File: config.mk
export PLATFORM = sky130hd
export DESIGN_NAME = mrcc_div
export DESIGN_NICKNAME = d
export VERILOG_FILES = /design/src/hw/rtl/mrcc_pkg.sv /design/src/hw/rtl/mrcc_div.sv
export SDC_FILE = /design/constraint.sdc
export NUM_CORES = 1
export LEC_CHECK = 0
export BUFFER_PORTS_ARGS = -buffer_cell sky130_fd_sc_hd__clkbuf_2
export CAP_MARGIN = 20
export CORE_MARGIN = 10
export CORE_UTILIZATION = 52
export CTS_CLUSTER_SIZE = 12
export DETAILED_ROUTE_END_ITERATION = 6
export GPL_TIMING_DRIVEN = 1
export PLACE_DENSITY = 0.76
export SLEW_MARGIN = 20
export SYNTH_ARGS = -nofsm -noshare
export SYNTH_HDL_FRONTEND = slang
export SYNTH_SLANG_ARGS = --single-unit
export TNS_END_PERCENT = 20
File: constraint.sdc
create_clock -name clk -period 10.9 [get_ports clk]
set_input_delay 1.635 -clock clk [delete_from_list [all_inputs] [get_ports clk]]
set_output_delay 1.635 -clock clk [all_outputs]
set_load 0.1 [all_outputs]
File: src/hw/rtl/mrcc_pkg.sv
`timescale 1ns / 1ps
package mrcc_pkg;

  // shared divider: 64-bit magnitude with 31 extra fraction bits over a 64-bit divisor
  localparam int DIV_NW = 95;
  localparam int DIV_DW = 64;

  // sample and mean-removed value widths
  localparam int SAMPLE_W = 16;
  localparam int FRAC_W   = 10;
  localparam int MEAN_W   = 27;
  localparam int DIFF_W   = 28;
  localparam int PROD_W   = 2 * DIFF_W;
  localparam int ACC_W    = 64;
  localparam int ROOT_W   = 32;

  // register map
  localparam logic REG_LAG_LIMIT = 1'b0;
  localparam logic REG_NORMALIZE = 1'b1;

endpackage

File: src/hw/rtl/mrcc_div.sv
`timescale 1ns / 1ps
module mrcc_div
  import mrcc_pkg::*;
(
  input  logic              clk,
  input  logic              rst,
  input  logic              start,
  input  logic [DIV_NW-1:0] num,
  input  logic [DIV_DW-1:0] den,
  output logic              done,
  output logic [DIV_NW-1:0] quo,
  output logic              rem_nz
);

  localparam int CNT_W = $clog2(DIV_NW + 1);

  logic              run;
  logic [CNT_W-1:0]  cnt;
  logic [DIV_DW-1:0] dsr;
  logic [DIV_DW-1:0] rem;
  logic [DIV_DW:0]   shifted;
  logic [DIV_DW:0]   trial;
  logic              take;

  // one restoring step: bring down the next numerator bit
  assign shifted = {rem, quo[DIV_NW-1]};
  assign trial   = shifted - {1'b0, dsr};
  assign take    = (shifted >= {1'b0, dsr});
  assign rem_nz  = (rem != '0);

  always_ff @(posedge clk) begin
    if (rst) begin
      run  <= 1'b0;
      done <= 1'b0;
      cnt  <= '0;
    end else begin
      done <= 1'b0;
      if (start) begin
        run <= 1'b1;
        cnt <= CNT_W'(DIV_NW);
        quo <= num;
        dsr <= den;
        rem <= '0;
      end else if (run) begin
        rem <= take ? trial[DIV_DW-1:0] : shifted[DIV_DW-1:0];
        quo <= {quo[DIV_NW-2:0], take};
        cnt <= cnt - 1'b1;
        if (cnt == CNT_W'(1)) begin
          run  <= 1'b0;
          done <= 1'b1;
        end
      end
    end
  end

endmodule

* Word level (Yosys, flattened, before mapping)
Cells that the tools add are included.
** Word-level totals
- Bits in registers :: 232
- Input port bits :: 162
- Output and inout bits :: 97
** Operators by class
- $lt $le $gt $ge :: 1
- Equality and inequality tests :: 1
- Bitwise operators :: 2
- Mux-type cells :: 10
- Reduce and logical (&&, ||, !) cells :: 6
- $add $sub $neg :: 2
** Operator list (count)
- 95-bit 2-to-1 mux :: 2
- 64-bit 2-to-1 mux :: 2
- 65-bit by 64-bit greater-or-equal comparator with 1-bit output :: 1
- 64-bit nonzero test :: 1
- 64-bit subtractor :: 1
- 7-bit 2-to-1 mux :: 2
- 7-bit by 1-bit == test with 1-bit output (second input constant) :: 1
- 7-bit by 1-bit subtractor with 7-bit output (second input constant) :: 1
- 1-bit 2-to-1 mux :: 4
- 2-bit AND reduction :: 2
- 3-bit OR reduction :: 1
- 1-bit NOT :: 2
- 2-bit nonzero test :: 1
- 2-bit OR reduction :: 1

* Logic depth before layout (Yosys ltp)
- Word-level depth :: 4
- Depth in mapped cells :: 14
- Mapped depth without buffers :: 13

* Least setup slack after synthesis
OpenSTA, ideal clock, no wires.
- Path kind :: input to register
- From :: input port start
- To :: register quo[0] (enable)
- Data required time :: 10.220 ns
- Stages on the path :: 3
- Path slack :: 1.649 ns
- Setup time :: 0.680 ns
- Buffers on the path :: 1
- Data arrival time :: 8.571 ns
- Cells stage by stage :: clkbuf_1 nor2_1 nor2_1
** On the way
- Cells in the longest elaborated chain, start to end :: 2
** RTL lines
- start, declared :: RTL line mrcc_div.sv:7 : input logic start,
- 2-bit nonzero test (no source line)
- 2-bit AND reduction (no source line)
- end signal, assigned :: RTL line mrcc_div.sv:41 : quo <= num;
- end signal, assigned :: RTL line mrcc_div.sv:46 : quo <= {quo[DIV_NW-2:0], take};
- end, declared :: RTL line mrcc_div.sv:11 : output logic [DIV_NW-1:0] quo,
No other way between the ends.
A chain may end at the register's enable or synchronous reset.

* Worst setup path after layout
- From :: register rem[34]
- To :: output port rem_nz
** On the way
- Cells in the longest elaborated chain, start to end :: 1
** RTL lines
- start, declared :: RTL line mrcc_div.sv:20 : logic [DIV_DW-1:0] rem;
- start signal, assigned :: RTL line mrcc_div.sv:45 : rem <= take ? trial[DIV_DW-1:0] : shifted[DIV_DW-1:0];
- 64-bit nonzero test :: RTL line mrcc_div.sv:29 : assign rem_nz = (rem != '0);
- end, declared :: RTL line mrcc_div.sv:12 : output logic rem_nz
No other way between the ends.

==> summary.md <==
| Metric | Value |
|---|---|
| Status | finished clean |
| CP endpoint kind | output pin |
| Post-CTS Setup Inserts | 0 |
| CTS Buffer Depth | 3 |
| DRT Pass-1 Iters | 5 |
| Final setup margin | around 6.4 ns |
| CTS tree | done |
| Post-Synth XOR/XNOR Area | ~4% |
| Hold_buf cts | 0 |
| Net Sw Power | 977.5 µW |
| Worst Path Max Fanout | 3 |
| Most common library cell in the layout ignoring fill and taps | clkbuf_2 |
| PortBufs | around 260 |
| Hold/Removal Path Class | flip-flop to flip-flop |
| Crit path launch type | flip-flop |
| Rel. slew slack | approximately 36% |
| Slew Limit Fails | 0 |
| Logic pwr share | between 30% and 40% |
| Multi-input gate area | between 0.006 and 0.007 mm² |
| Vias in the first global route | between 10000 and 15000 |
| CTS root buf | clkbuf_16 |
| Max rail drop VDD | about 0.13 mV |
| Final Util | between 60% and 70% |
| Area grow syn2layout | 17.27% |
| Hold path start | cnt[5] |
| Top cell type's share of synthesized area | between 40% and 50% |
| Die H | approximately 180 µm |
| Max Cap Viol | 0 |
| Final Hold Fails | 0 |
| CTS resizes | 0 |
| Most frequent cells in the layout | clkbuf_2, edfxtp_1, nor2_1, mux2_2, a21oi_1 |
| Adder-cell share of the synthesized area | around 6.3% |
| Clk slew on worst S/H paths | approximately 0.06 ns |
| Period minus WS final | around 4.5 ns |
| Htree depth | 1 |
| Top cell type by total area after synthesis | edfxtp_1 |
| Critical path arrival | approximately 2.9 ns |
| Setup TNS | 0 ns |
| Total track usage | roughly 22% |
| Switching part of the total | between 30% and 40% |
| GPL Wtd Cong | ~0.94 |
| Detailed placer's ending HPWL | 28.29 mm |
| Final WL | 37.44 mm |
| Internal cell power | between 1.5 and 2 mW |
| Synth cell types | 70 |
| Filler instances | 2125 |
| Clock Sink Count | 232 |
| Reg2reg start | rem[29] |
| Grt ovf | 0 |
| Endpoints failing setup | 0 |
| DR iter-0 viols | between 700 and 800 |
| RSZ-0062 raised after global routing | no |
| Register area share after synthesis | 50.85% |
| Synth Instances | 1214 |
| Initial Util | 53.24% |
| Die width | between 150 and 200 µm |
| Synth Flop Type | edfxtp_1 |
| Antenna viol nets, final | 0 |
| DR WL/cell | approximately 21 µm |
| Vias per cell | 5.795 |
| Least-Margin Pin Slew | around 0.96 ns |
| CTS Buf Count | 26 |
| Global-route wire length before repair | 58.29 mm |
| Clk Latency, worst-skew pair | 0.55 ns |
| Seq cells post-synth | 232 |
| Crit. Startpoint | rem[34] |
| Syn Nets | between 1000 and 1500 |
| Via count | around 10000 |
| Layout cells sized above 1 | between 20 and 30% |
| EDFF count, synth | 223 |
| Worst slack at placement | 6.194 ns |
| Power per Cell Area | around 180 mW/mm² |
| Mux cell area share after synthesis | between 10% and 20% |
| Final worst-path cycle share | between 40% and 50% |
| Fmax | approximately 220 MHz |
| Critical path type | flip-flop to output pin |
| Mapped Area | approximately 0.014 mm² |
| FF/Latch Area | slightly below 0.007 mm² |
| Pwr Total | around 2.8 mW |
| Core Rows | just under 60 |
| Mapped Avg Cell Area | 11.14 µm² |
| Synth Area in Simple Gates | 11.26% |
| Largest family of logic cells by synthesized area | compound AO/OA/AOI/OAI gates |
| DP Area | around 0.015 mm² |
| Final setup skew | ~0.016 ns |
| Yosys warning count | 0 |
| WP data required | 9.27 ns |
| Compound-Gate Fraction of Synth Area | between 10% and 20% |
| FFs w/ async S/R, synth | 0% |
| Initial antenna violation count | 1 |
| Nets@finish | between 1500 and 2000 |
| Clock power frac | between 30% and 40% |
| Pin count of the biggest net entering global routing | 91 |
| Pleak | about 6.7 nW |
| Main area contributors after synthesis | edfxtp_1, mux2_2, ha_1 |
| # DRC | 0 |
| Post-route cell area | around 0.016 mm² |
| I/O pins | approximately 260 |
| Core footprint | 0.02540 mm² |
| DIE AREA | 0.03286 mm² |
| Flop pwr share | 39.7% |
cell type report:
cell class / count / area share [%]
flip-flops and latches: 232 / 43.36
multi-input cells: 843 / 38.45
repair buffers: 265 / 8.513
clock buffers: 38 / 4.450
well taps: 330 / 2.604
inverters: 78 / 1.846
clock inverters: 9 / 0.7416
diodes: 2 / 0.03156
cells in the mapped netlist, drive strengths merged, types with 11 or more instances:
master,count
a211oi,24
a21o,38
o21ai,53
nor3,12
nand4,32
nand2,74
nor2,107
inv,77
edfxtp,223
ha,66
o21a,11
xnor2,31
clkbuf,31
a21oi,82
mux2i,31
buf,30
nor4,23
mux2,96
nand3,21
xor2,29
routing by layer:
metal / vias to the layer above / global-route usage, % / share of wire (%)
li1: 5020 / - / -
met1: 4937 / 26.41 / 40
met2: 395 / 36.53 / 48
met3: 60 / 7.792 / 9.9
met4: 2 / 4.881 / 2.0
met5: - / 0 / 0.035
critical path, cell delays in order (launching register included):
cell and delay [ns]:
edfxtp_1 0.41, nor4_1 0.60, nand4_1 0.27, or4_1 0.61, clkbuf_2 0.40
sequential cells by signal, summed over array words and instances, names as in the netlist:
register	count
rem	64
dsr	64
cnt	7
run	1
quo	95
done	1
kinds of logic after synthesis:
group	after synthesis
AO/OA/AOI/OAI	274
XOR/XNOR	60
adder cells (fa/ha/maj)	67
buffers and inverters	139
flip-flops	232
multiplexers	127
AND/OR/NAND/NOR	315
path summary, 6_finish.rpt:
check | endpoint | slack, ns | cells past startpoint
min | cnt[5] | 0.54 | 2
min reg2reg | cnt[5] | 0.54 | 2
max reg2reg | rem[61] | 6.64 | 11
max | rem_nz | 6.41 | 4
through the flow:
| stage | std cells | hold slack (ns) |
|---|---|---|
| 4_1_cts | 1795 | 0.5409 |
| 3_5_place_dp | 1748 | 0.5270 |
| 6_report | 1797 | 0.5369 |
| 2_1_floorplan | 1214 | 0.5054 |
| 5_1_grt | 1795 | 0.5586 |
| 3_3_place_gp | 1748 | 0.5243 |
power by group through the flow:
stage | registers, mW | clock network (mW) | logic, mW
2_1_floorplan | 1.30 | 0 | 0.516
3_3_place_gp | 1.14 | 0 | 0.844
3_5_place_dp | 1.15 | 0 | 0.856
4_1_cts | 1.13 | 0.874 | 0.860
5_1_grt | 1.14 | 0.907 | 0.935
6_report | 1.13 | 0.854 | 0.864
No activity file was read; power rests on OpenSTA's default activity.
